===== src/char_frequency_rank_core_defines.svh =====
// Assertion macros for the character frequency rank block.
// Taken in by the top level; it depends on clk_i and rst_ni there.
`ifndef CHAR_FREQUENCY_RANK_CORE_DEFINES_SVH
`define CHAR_FREQUENCY_RANK_CORE_DEFINES_SVH

`ifndef SYNTH
`define CFR_ASSERT_IMPL(lbl, ante, cons, msg) \
  lbl: assert property (@(posedge clk_i) disable iff (!rst_ni) (ante) |-> (cons)) \
    else $error(msg);
`define CFR_ASSERT_NEXT(lbl, ante, cons, msg) \
  lbl: assert property (@(posedge clk_i) disable iff (!rst_ni) (ante) |=> (cons)) \
    else $error(msg);
`else
`define CFR_ASSERT_IMPL(lbl, ante, cons, msg)
`define CFR_ASSERT_NEXT(lbl, ante, cons, msg)
`endif

`endif


===== src/cfr_pkg.sv =====
// Shared constants, state encoding and control struct of the character
// frequency rank block. No dependencies.
package cfr_pkg;

  localparam int unsigned FIRST_CODE      = 33;
  localparam int unsigned END_CODE        = 127;
  localparam int unsigned NUM_SYMBOLS_DEF = END_CODE - FIRST_CODE;
  localparam int unsigned COUNT_BITS_DEF  = 24;

  localparam int unsigned CMD_W   = 1;
  localparam int unsigned DATA_W  = 8;
  localparam int unsigned RANK_W  = 7;
  localparam int unsigned CODE_W  = 7;
  localparam int unsigned SCOUNT_W = 24;

  localparam logic [CMD_W-1:0] CMD_COUNT  = 1'b0;
  localparam logic [CMD_W-1:0] CMD_FINISH = 1'b1;

  typedef enum logic [2:0] {
    ST_IDLE,
    ST_CNT_RD,
    ST_CNT_WR,
    ST_RK_LOAD,
    ST_RK_HOLD,
    ST_RK_SCAN,
    ST_REPORT
  } cfr_state_e;

  typedef struct packed {
    logic wr_en;
    logic clear_all;
  } cfr_mem_ctl_t;

endpackage


===== src/cfr_if.sv =====
// Channel interfaces of the character frequency rank block: input items,
// result items and the rank register write. Depends on cfr_pkg.
interface cfr_in_if;
  logic                        valid;
  logic                        ready;
  logic [cfr_pkg::CMD_W-1:0]   command;
  logic [cfr_pkg::DATA_W-1:0]  data_byte;
  modport source (output valid, output command, output data_byte, input ready);
  modport sink (input valid, input command, input data_byte, output ready);
endinterface

interface cfr_out_if;
  logic                          valid;
  logic                          ready;
  logic [cfr_pkg::CODE_W-1:0]    symbol_code;
  logic [cfr_pkg::SCOUNT_W-1:0]  symbol_count;
  modport source (output valid, output symbol_code, output symbol_count, input ready);
  modport sink (input valid, input symbol_code, input symbol_count, output ready);
endinterface

interface cfr_cfg_if;
  logic                        valid;
  logic                        ready;
  logic [cfr_pkg::RANK_W-1:0]  rank_wanted;
  modport source (output valid, output rank_wanted, input ready);
  modport sink (input valid, input rank_wanted, output ready);
endinterface


===== src/cfr_count_mem.sv =====
// Histogram storage: one counter per symbol with a registered read port and
// per-entry valid bits, so the whole table clears at once. Uses cfr_pkg.
module cfr_count_mem #(
  parameter int unsigned NUM_SYMBOLS = cfr_pkg::NUM_SYMBOLS_DEF,
  parameter int unsigned COUNT_BITS  = cfr_pkg::COUNT_BITS_DEF,
  localparam int unsigned IDX_W      = $clog2(NUM_SYMBOLS)
) (
  input  logic                  clk_i,
  input  logic                  rst_ni,
  input  cfr_pkg::cfr_mem_ctl_t ctl_i,
  input  logic [IDX_W-1:0]      waddr_i,
  input  logic [COUNT_BITS-1:0] wdata_i,
  input  logic [IDX_W-1:0]      raddr_i,
  output logic [COUNT_BITS-1:0] rdata_o
);

  logic [COUNT_BITS-1:0]  mem [NUM_SYMBOLS];
  logic [NUM_SYMBOLS-1:0] vld_q;
  logic [COUNT_BITS-1:0]  rd_q;
  logic                   rd_vld_q;

  always_ff @(posedge clk_i) begin
    if (ctl_i.wr_en) begin
      mem[waddr_i] <= wdata_i;
    end
    rd_q <= mem[raddr_i];
  end

  // An entry that has not been written since the last clear reads as zero.
  always_ff @(posedge clk_i or negedge rst_ni) begin
    if (!rst_ni) begin
      vld_q    <= '0;
      rd_vld_q <= 1'b0;
    end else begin
      if (ctl_i.clear_all) begin
        vld_q <= '0;
      end else if (ctl_i.wr_en) begin
        vld_q[waddr_i] <= 1'b1;
      end
      rd_vld_q <= vld_q[raddr_i];
    end
  end

  assign rdata_o = rd_vld_q ? rd_q : '0;

endmodule


===== src/char_frequency_rank_core.sv =====
// Character frequency rank core, built on cfr_pkg, cfr_if and cfr_count_mem.
// A count transaction of a symbol goes through accept, read, then write back of a
// saturating increment; a byte outside the symbol range is only accepted. A finish
// tests candidates in code order, one at a time on the single comparator. Reset
// empties the histogram at once and sets the rank to 1.
module char_frequency_rank_core #(
  parameter int unsigned NUM_SYMBOLS = cfr_pkg::NUM_SYMBOLS_DEF,
  parameter int unsigned COUNT_BITS  = cfr_pkg::COUNT_BITS_DEF
) (
  input  logic         clk_i,
  input  logic         rst_ni,
  cfr_in_if.sink       in_i,
  cfr_out_if.source    out_o,
  cfr_cfg_if.sink      cfg_i
);

  `include "char_frequency_rank_core_defines.svh"

  localparam int unsigned IDX_W = $clog2(NUM_SYMBOLS);
  localparam int unsigned TW    = $clog2(NUM_SYMBOLS + 1);
  localparam int unsigned RW    = (TW > cfr_pkg::RANK_W) ? TW : cfr_pkg::RANK_W;

  cfr_pkg::cfr_state_e state_q, state_d;

  logic [cfr_pkg::RANK_W-1:0] rank_q;
  logic [IDX_W-1:0]           idx_q, idx_d;
  logic [IDX_W-1:0]           s_q, s_d;
  logic [TW-1:0]              t_q, t_d;
  logic [IDX_W-1:0]           tag_q, tag_d;
  logic                       data_ok_q, data_ok_d;
  logic [TW-1:0]              before_q, before_d;
  logic [COUNT_BITS-1:0]      key_cnt_q, key_cnt_d;

  logic                          out_valid_q;
  logic [cfr_pkg::CODE_W-1:0]    out_code_q, out_code_d;
  logic [cfr_pkg::SCOUNT_W-1:0]  out_count_q, out_count_d;
  logic                          out_load;

  cfr_pkg::cfr_mem_ctl_t  mem_ctl;
  logic [IDX_W-1:0]       raddr;
  logic [COUNT_BITS-1:0]  rdata;
  logic [COUNT_BITS-1:0]  wdata;

  logic                   in_fire;
  logic [8:0]             byte_off;
  logic                   in_range;
  logic [RW-1:0]          rank_ext;
  logic [RW-1:0]          rank_clamped;
  logic [TW-1:0]          target;
  logic                   ahead;
  logic                   scan_done;
  logic [15:0]            code_sum;

  cfr_count_mem #(
    .NUM_SYMBOLS (NUM_SYMBOLS),
    .COUNT_BITS  (COUNT_BITS)
  ) u_count_mem (
    .clk_i   (clk_i),
    .rst_ni  (rst_ni),
    .ctl_i   (mem_ctl),
    .waddr_i (idx_q),
    .wdata_i (wdata),
    .raddr_i (raddr),
    .rdata_o (rdata)
  );

  assign in_i.ready  = (state_q == cfr_pkg::ST_IDLE);
  assign in_fire     = in_i.valid && in_i.ready;
  assign cfg_i.ready = 1'b1;

  assign byte_off = {1'b0, in_i.data_byte} - 9'(cfr_pkg::FIRST_CODE);
  assign in_range = (in_i.data_byte >= 8'(cfr_pkg::FIRST_CODE))
                 && (byte_off < 9'(NUM_SYMBOLS));

  // Rank zero acts as rank one; ranks past the table act as the last rank.
  assign rank_ext = RW'(rank_q);
  always_comb begin
    if (rank_ext == '0) begin
      rank_clamped = RW'(1);
    end else if (rank_ext > RW'(NUM_SYMBOLS)) begin
      rank_clamped = RW'(NUM_SYMBOLS);
    end else begin
      rank_clamped = rank_ext;
    end
  end
  assign target = TW'(rank_clamped - RW'(1));

  // Ordering key: higher count first, then lower code first.
  assign ahead     = {rdata, ~tag_q} > {key_cnt_q, ~s_q};
  assign scan_done = (t_q == TW'(NUM_SYMBOLS)) && !data_ok_q;

  assign wdata    = (&rdata) ? rdata : rdata + COUNT_BITS'(1);
  assign code_sum = 16'(s_q) + 16'(cfr_pkg::FIRST_CODE);

  always_comb begin
    state_d = state_q;
    case (state_q)
      cfr_pkg::ST_IDLE: begin
        if (in_fire) begin
          if (in_i.command == cfr_pkg::CMD_FINISH) begin
            state_d = cfr_pkg::ST_RK_LOAD;
          end else if (in_range) begin
            state_d = cfr_pkg::ST_CNT_RD;
          end
        end
      end
      cfr_pkg::ST_CNT_RD:  state_d = cfr_pkg::ST_CNT_WR;
      cfr_pkg::ST_CNT_WR:  state_d = cfr_pkg::ST_IDLE;
      cfr_pkg::ST_RK_LOAD: state_d = cfr_pkg::ST_RK_HOLD;
      cfr_pkg::ST_RK_HOLD: state_d = cfr_pkg::ST_RK_SCAN;
      cfr_pkg::ST_RK_SCAN: begin
        if (scan_done) begin
          state_d = (before_q == target) ? cfr_pkg::ST_REPORT : cfr_pkg::ST_RK_LOAD;
        end
      end
      cfr_pkg::ST_REPORT: begin
        if (out_load) begin
          state_d = cfr_pkg::ST_IDLE;
        end
      end
      default: state_d = cfr_pkg::ST_IDLE;
    endcase
  end

  always_comb begin
    idx_d       = idx_q;
    s_d         = s_q;
    t_d         = t_q;
    tag_d       = tag_q;
    data_ok_d   = 1'b0;
    before_d    = before_q;
    key_cnt_d   = key_cnt_q;
    raddr       = idx_q;
    mem_ctl     = '0;
    out_load    = 1'b0;
    out_code_d  = out_code_q;
    out_count_d = out_count_q;
    case (state_q)
      cfr_pkg::ST_IDLE: begin
        idx_d = byte_off[IDX_W-1:0];
        s_d   = '0;
      end
      cfr_pkg::ST_CNT_RD: begin
        raddr = idx_q;
      end
      cfr_pkg::ST_CNT_WR: begin
        mem_ctl.wr_en = 1'b1;
      end
      cfr_pkg::ST_RK_LOAD: begin
        raddr    = s_q;
        t_d      = '0;
        before_d = '0;
      end
      cfr_pkg::ST_RK_HOLD: begin
        key_cnt_d = rdata;
      end
      cfr_pkg::ST_RK_SCAN: begin
        // Issue one read per cycle; compare the data of the previous read.
        raddr = t_q[IDX_W-1:0];
        if (t_q < TW'(NUM_SYMBOLS)) begin
          tag_d     = t_q[IDX_W-1:0];
          data_ok_d = 1'b1;
          t_d       = t_q + TW'(1);
        end
        if (data_ok_q && ahead) begin
          before_d = before_q + TW'(1);
        end
        if (scan_done && (before_q != target)) begin
          s_d = s_q + IDX_W'(1);
        end
      end
      cfr_pkg::ST_REPORT: begin
        out_load          = !out_valid_q || out_o.ready;
        mem_ctl.clear_all = out_load;
        out_code_d        = code_sum[cfr_pkg::CODE_W-1:0];
        out_count_d       = cfr_pkg::SCOUNT_W'(key_cnt_q);
      end
      default: begin
        raddr = idx_q;
      end
    endcase
  end

  always_ff @(posedge clk_i or negedge rst_ni) begin
    if (!rst_ni) begin
      state_q     <= cfr_pkg::ST_IDLE;
      rank_q      <= cfr_pkg::RANK_W'(1);
      data_ok_q   <= 1'b0;
      out_valid_q <= 1'b0;
    end else begin
      state_q   <= state_d;
      data_ok_q <= data_ok_d;
      if (cfg_i.valid && cfg_i.ready) begin
        rank_q <= cfg_i.rank_wanted;
      end
      if (out_load) begin
        out_valid_q <= 1'b1;
      end else if (out_o.ready) begin
        out_valid_q <= 1'b0;
      end
    end
  end

  always_ff @(posedge clk_i) begin
    idx_q     <= idx_d;
    s_q       <= s_d;
    t_q       <= t_d;
    tag_q     <= tag_d;
    before_q  <= before_d;
    key_cnt_q <= key_cnt_d;
    if (out_load) begin
      out_code_q  <= out_code_d;
      out_count_q <= out_count_d;
    end
  end

  assign out_o.valid        = out_valid_q;
  assign out_o.symbol_code  = out_code_q;
  assign out_o.symbol_count = out_count_q;

  `CFR_ASSERT_IMPL(a_rose_from_report, $rose(out_valid_q),
                   $past(state_q == cfr_pkg::ST_REPORT),
                   "result appeared outside the report step")
  `CFR_ASSERT_NEXT(a_clear_with_result, mem_ctl.clear_all, out_valid_q,
                   "histogram cleared without a result")
  `CFR_ASSERT_IMPL(a_before_bounded, state_q == cfr_pkg::ST_RK_SCAN,
                   before_q < TW'(NUM_SYMBOLS), "rank counter ran past the table")

endmodule

===== src/flat_wrapper.sv =====
// flat-port wrapper written by rule: the top's interface ports become plain ports
module char_frequency_rank_core_flat 
#(
  parameter int unsigned NUM_SYMBOLS = cfr_pkg::NUM_SYMBOLS_DEF,
  parameter int unsigned COUNT_BITS  = cfr_pkg::COUNT_BITS_DEF
)
  (clk_i, rst_ni, in_i_valid, in_i_command, in_i_data_byte, in_i_ready, out_o_valid, out_o_symbol_code, out_o_symbol_count, out_o_ready, cfg_i_valid, cfg_i_rank_wanted, cfg_i_ready);
  cfr_in_if in_i_i ();
  cfr_out_if out_o_i ();
  cfr_cfg_if cfg_i_i ();
  input  logic clk_i;
  input  logic rst_ni;
  input wire logic [$bits(in_i_i.valid)-1:0] in_i_valid;
  input wire logic [$bits(in_i_i.command)-1:0] in_i_command;
  input wire logic [$bits(in_i_i.data_byte)-1:0] in_i_data_byte;
  output wire logic [$bits(in_i_i.ready)-1:0] in_i_ready;
  output wire logic [$bits(out_o_i.valid)-1:0] out_o_valid;
  output wire logic [$bits(out_o_i.symbol_code)-1:0] out_o_symbol_code;
  output wire logic [$bits(out_o_i.symbol_count)-1:0] out_o_symbol_count;
  input wire logic [$bits(out_o_i.ready)-1:0] out_o_ready;
  input wire logic [$bits(cfg_i_i.valid)-1:0] cfg_i_valid;
  input wire logic [$bits(cfg_i_i.rank_wanted)-1:0] cfg_i_rank_wanted;
  output wire logic [$bits(cfg_i_i.ready)-1:0] cfg_i_ready;
  assign in_i_i.valid = in_i_valid;
  assign in_i_i.command = in_i_command;
  assign in_i_i.data_byte = in_i_data_byte;
  assign in_i_ready = in_i_i.ready;
  assign out_o_valid = out_o_i.valid;
  assign out_o_symbol_code = out_o_i.symbol_code;
  assign out_o_symbol_count = out_o_i.symbol_count;
  assign out_o_i.ready = out_o_ready;
  assign cfg_i_i.valid = cfg_i_valid;
  assign cfg_i_i.rank_wanted = cfg_i_rank_wanted;
  assign cfg_i_ready = cfg_i_i.ready;
  char_frequency_rank_core #(.NUM_SYMBOLS(NUM_SYMBOLS), .COUNT_BITS(COUNT_BITS)) u_core (.clk_i(clk_i), .rst_ni(rst_ni), .in_i(in_i_i), .out_o(out_o_i), .cfg_i(cfg_i_i));
endmodule

===== config.mk =====
export PLATFORM = sky130hd
export DESIGN_NAME = char_frequency_rank_core_flat
export DESIGN_NICKNAME = d
export VERILOG_FILES = /design/src/cfr_pkg.sv /design/src/cfr_if.sv /design/src/cfr_count_mem.sv /design/src/char_frequency_rank_core.sv /design/src/flat_wrapper.sv
export VERILOG_INCLUDE_DIRS = /design/src /design/src/src
export SDC_FILE = /design/constraint.sdc
export NUM_CORES = 2
export LEC_CHECK = 0
export BUFFER_PORTS_ARGS = -buffer_cell sky130_fd_sc_hd__buf_2
export CORE_MARGIN = 2
export CORE_UTILIZATION = 57
export CTS_CLUSTER_SIZE = 28
export DETAILED_ROUTE_END_ITERATION = 16
export GPL_TIMING_DRIVEN = 0
export PLACE_DENSITY = 0.73
export SYNTH_ARGS = -nofsm -noshare
export SYNTH_HDL_FRONTEND = slang
export SYNTH_SLANG_ARGS = --single-unit

===== constraint.sdc =====
create_clock -name clk_i -period 5.7 [get_ports clk_i]
set_clock_uncertainty 0.1 [all_clocks]
set_input_delay 0.285 -clock clk_i [delete_from_list [all_inputs] [get_ports clk_i]]
set_output_delay 0.285 -clock clk_i [all_outputs]
set_load 0.005 [all_outputs]

==> impl_summary.md <==
Outcome
The run finished, with violations left. The checks that failed: antenna rules, capacitance limit, slew limit, setup timing.

Synth
The count of flip-flops with a built-in enable after synthesis is between 2000 and 2500. Counting instances in the post-synthesis netlist gives the leading cell types as sky130_fd_sc_hd__edfxtp_1, sky130_fd_sc_hd__nand2_1, sky130_fd_sc_hd__a21oi_1. For this run, the leading register cell type out of synthesis is sky130_fd_sc_hd__edfxtp_1. The share of synthesized area in the top cell type comes to around 71%. The synthesized design contains between 2000 and 2500 register bits. In this run the mean area of a mapped cell was around 13 um2. In this run the cell area of the synthesized design comes to 0.0990 mm2.

The share of flip-flops with an asynchronous set or reset is roughly 4.3%. The synthesized net count is approximately 7600. Summing the sequential cell areas from Yosys gives 74.3% of the chip area. The synthesized netlist contains 79 unique library cells. The cell count after synthesis came out at between 7000 and 8000. After synthesis, the cell types taking the most area are sky130_fd_sc_hd__edfxtp_1, sky130_fd_sc_hd__nand2_1, sky130_fd_sc_hd__a21oi_1. The largest area contributor in the synthesized netlist is sky130_fd_sc_hd__edfxtp_1. The Yosys step of the flow raised 0 warnings. The most frequent cell after synthesis is sky130_fd_sc_hd__edfxtp_1.

Timing
The maximum achievable frequency is between 150 and 200 MHz. The worst setup margin is -232 ps. The remaining max-slew budget at the tightest pin is -8.19%.

The worst path uses 104% of the clock period. The number of endpoints with negative hold slack in the final report is 0. The clock period minus worst slack is 5930 ps. At the pin with the least slew margin, the transition time is about 1600 ps. The total count of max-transition violations in the final report came to 20. Setup violations remaining at the end of the flow were counted as 4. Setup repair after global routing could not meet its margin everywhere.

Worst setup path
The data required time of the worst path is between 6000 and 7000 ps. The cell seen most often among critical-path stages is sky130_fd_sc_hd__a21oi_1. Traced cell by cell, the critical path runs through or2_2 > a21oi_4 > nor3_4 > nand3_2 > buf_4 > buf_2 > a21oi_1 > nor4_2 > nor4_1 > a2111oi_2 > a21oi_1.

The worst stage delay on the critical path is roughly 1300 ps. The kind of critical path is register to register. The arrival time of the worst setup path is around 6500 ps. The maximum fanout along the worst path is 10. The launching element type of the critical path is a register. On the critical path, the stage with the largest delay is an instance of sky130_fd_sc_hd__a2111oi_2. The kind of cell adding the most delay to the critical path is compound AO/OA/AOI/OAI gates. The worst setup path is captured at a register.

The critical path contains buffers and inverters numbering 2 combined.

Clocking
The number of clock buffers added by TritonCTS is about 240. The clock latency on the worst-skew pair is a little over 900 ps. The clock tree root driver cell is sky130_fd_sc_hd__clkbuf_16. The H-tree was split into 4 levels. TritonCTS built the clock tree.

The number of clock sinks seen by CTS is approximately 2500. Clock-pin slew was measured on the worst setup and hold paths at roughly 60 ps. The buffer depth of the longest clock path is 3.

Power and ir drop
In this run, the clock network consumes between 20% and 30% of the power. Dividing total power by cell area gives a power density of about 640 mW/mm2. Combinational cells account for between 40 and 50% of the total power.

The highest ir drop seen on vdd is about 0.66 mV. The power dissipated by switching net loads is 33.8 mW. The power consumption is between 70 and 80 mW. The switching fraction of total power is 46.1%. The leakage dissipation is 40.1 nW.

The sequential cell fraction of total power is a little under a third. The internal power of the cells is just under 40 mW.

Placed design
Routability-driven placement finished with a final weighted congestion of 1.09. The count of input and output buffers is 52. The half-perimeter wire length of the detailed placement result is 219 mm. The placed instances occupy a cell area of 0.106 mm2.

Final layout
The area added between synthesis and finish is 15.3%. Of the cells placed in the final design, the portion with a size suffix greater than 1 is a little under an eighth. The area of all placed cells without fillers is around 0.11 mm2. The number of nets in the final layout is 8104.

Global routing
Global routing used between 30% and 40% of the available tracks. The via count of the first global-routing pass came to roughly 65000. The first global-routing pass estimated around 440 mm of wire. For this run the aggregate overflow at the end of global routing stands at 0.

The initial antenna violation count was 32. The pin count of the biggest net entering global routing is 96.

Floorplan
The placeable core region is ~0.17 mm2. The initial standard-cell utilization of the core is between 50% and 60%. The placement row count is 152. The die area is about 0.18 mm2. The width of the chip is ~420 um. The die span in y is around 420 um. The I/O pin count is between 50 and 60.

Route
The number of nets with antenna violations after detailed routing is 1. The violation count after the first detailed-routing iteration is about 12000. The total routed wirelength is 316 mm.

The pre-antenna-repair detailed-routing pass consisted of 10 iterations. In the final routed layout, each cell accounts on average for slightly below 30 um. The final route contains approximately 69000 vias.

After detailed routing, the number of vias per cell comes to roughly 6.5. The DRC violation count after routing is 0.

Hold path
The worst min-delay path category is primary input to register.

Flow run
The number of max-cap violations is 6.
[layout by cell type, fill, tap and decap left out, types with 60 or more instances in the layout]
| master | count |
|---|---|
| sky130_fd_sc_hd__a21oi_1 | 605 |
| sky130_fd_sc_hd__buf_2 | 241 |
| sky130_fd_sc_hd__buf_8 | 66 |
| sky130_fd_sc_hd__clkbuf_1 | 236 |
| sky130_fd_sc_hd__clkbuf_16 | 237 |
| sky130_fd_sc_hd__clkinv_1 | 63 |
| sky130_fd_sc_hd__dfrtp_1 | 106 |
| sky130_fd_sc_hd__edfxtp_1 | 2346 |
| sky130_fd_sc_hd__inv_1 | 67 |
| sky130_fd_sc_hd__mux2i_1 | 235 |
| sky130_fd_sc_hd__nand2_1 | 1903 |
| sky130_fd_sc_hd__nand3_1 | 537 |
| sky130_fd_sc_hd__nor2_1 | 256 |
| sky130_fd_sc_hd__nor2_4 | 62 |
| sky130_fd_sc_hd__nor3_1 | 60 |
| sky130_fd_sc_hd__nor4_1 | 134 |
| sky130_fd_sc_hd__o21ai_0 | 125 |
[cell families (layout without fill, tap and decap cells)]
family	after synthesis	in the layout	share of synthesized area, %
multiplexers	268	268	2.76
adder cells (fa/ha/maj)	38	38	0.480
AO/OA/AOI/OAI	1015	1015	5.97
buffers and inverters	533	1233	2.36
AND/OR/NAND/NOR	3163	3163	13.6
other	1	23	0.00379
XOR/XNOR	54	54	0.478
flip-flops	2477	2477	74.3
[area by class of cell]
class,instances,area (um2)
diodes,22,55.1
plain buffers,464,2080
clock buffers,279,6130
clock inverters,162,1720
fillers,11800,57900
inverters,69,259
multi-input cells,4539,24100
flip-flops and latches,2477,73600
well taps,2310,2890
repair buffers,259,3330
[sequential cells by signal, indices dropped and copies added (netlist names), 24 cells and up]
name	flops
u_core.u_count_mem.mem	2256
u_core.u_count_mem.vld_q	94
u_core.key_cnt_q	24
u_core.out_o.symbol_count	24
u_core.u_count_mem.rd_q	24
[layer usage]
layer	global-route usage [%]	wire length (um)	up-vias
li1	-	-	28600
met1	46.6	110000	33400
met2	52.4	139000	5374
met3	11.1	45900	1055
met4	19.8	20100	26
met5	0	242	-
[timing repair]
action	CTS	global route
endpoints found under the setup margin	3	6
hold buffers	34	0
gates resized for setup	1	7
pin swaps	0	1
hold endpoints to repair	125	0
buffers inserted	0	0
[power by group through the flow]
| stage | registers, mW | clock network, mW | logic, mW |
|---|---|---|---|
| global route | 22.8 | 16.5 | 35.3 |
| detailed placement | 23.1 | 0 | 32.3 |
| floorplan | 23.3 | 0 | 16.4 |
| finish | 22.8 | 15.9 | 34.7 |
| global placement | 23.8 | 0 | 30.0 |
| CTS | 22.8 | 15.8 | 32.6 |
[final timing paths]
check | end | from | slack [ps] | cells after the start
worst max-delay path | u_core.u_count_mem.rd_q[14] | u_core.idx_q[1] | -230 | 11
worst min-delay path | u_core.out_o.valid | out_o_ready | 240 | 4
worst max register to register | u_core.u_count_mem.rd_q[14] | u_core.idx_q[1] | -230 | 11
worst min register to register | u_core.out_o.symbol_count[13] | u_core.key_cnt_q[13] | 350 | 0
max in group asynchronous | u_core.state_q[2] | rst_ni | 4060 | 4
min in group asynchronous | u_core.u_count_mem.vld_q[82] | rst_ni | 460 | 4
[worst min-delay path, stage by stage]
cell and delay [ps]:
sky130_fd_sc_hd__dlygate4sd3_1 520, sky130_fd_sc_hd__buf_2 110, sky130_fd_sc_hd__nand2b_1 170, sky130_fd_sc_hd__o31ai_1 90
[per-stage QoR]
stage	std cells	hold WS [ps]	TNS [ps]	worst slack, ps	util, %
2_1_floorplan	7549	-111	0	11.3	-
4_1_cts	10600	180	0	7.15	66.3
3_3_place_gp	9911	337	-8617900	-5900	59.4
6_report	10600	239	-791	-232	66.4
3_5_place_dp	10100	24.2	-211	-135	61.5
5_1_grt	10600	240	-126	-84.8	66.3
Power figures use the tool's default switching activity.
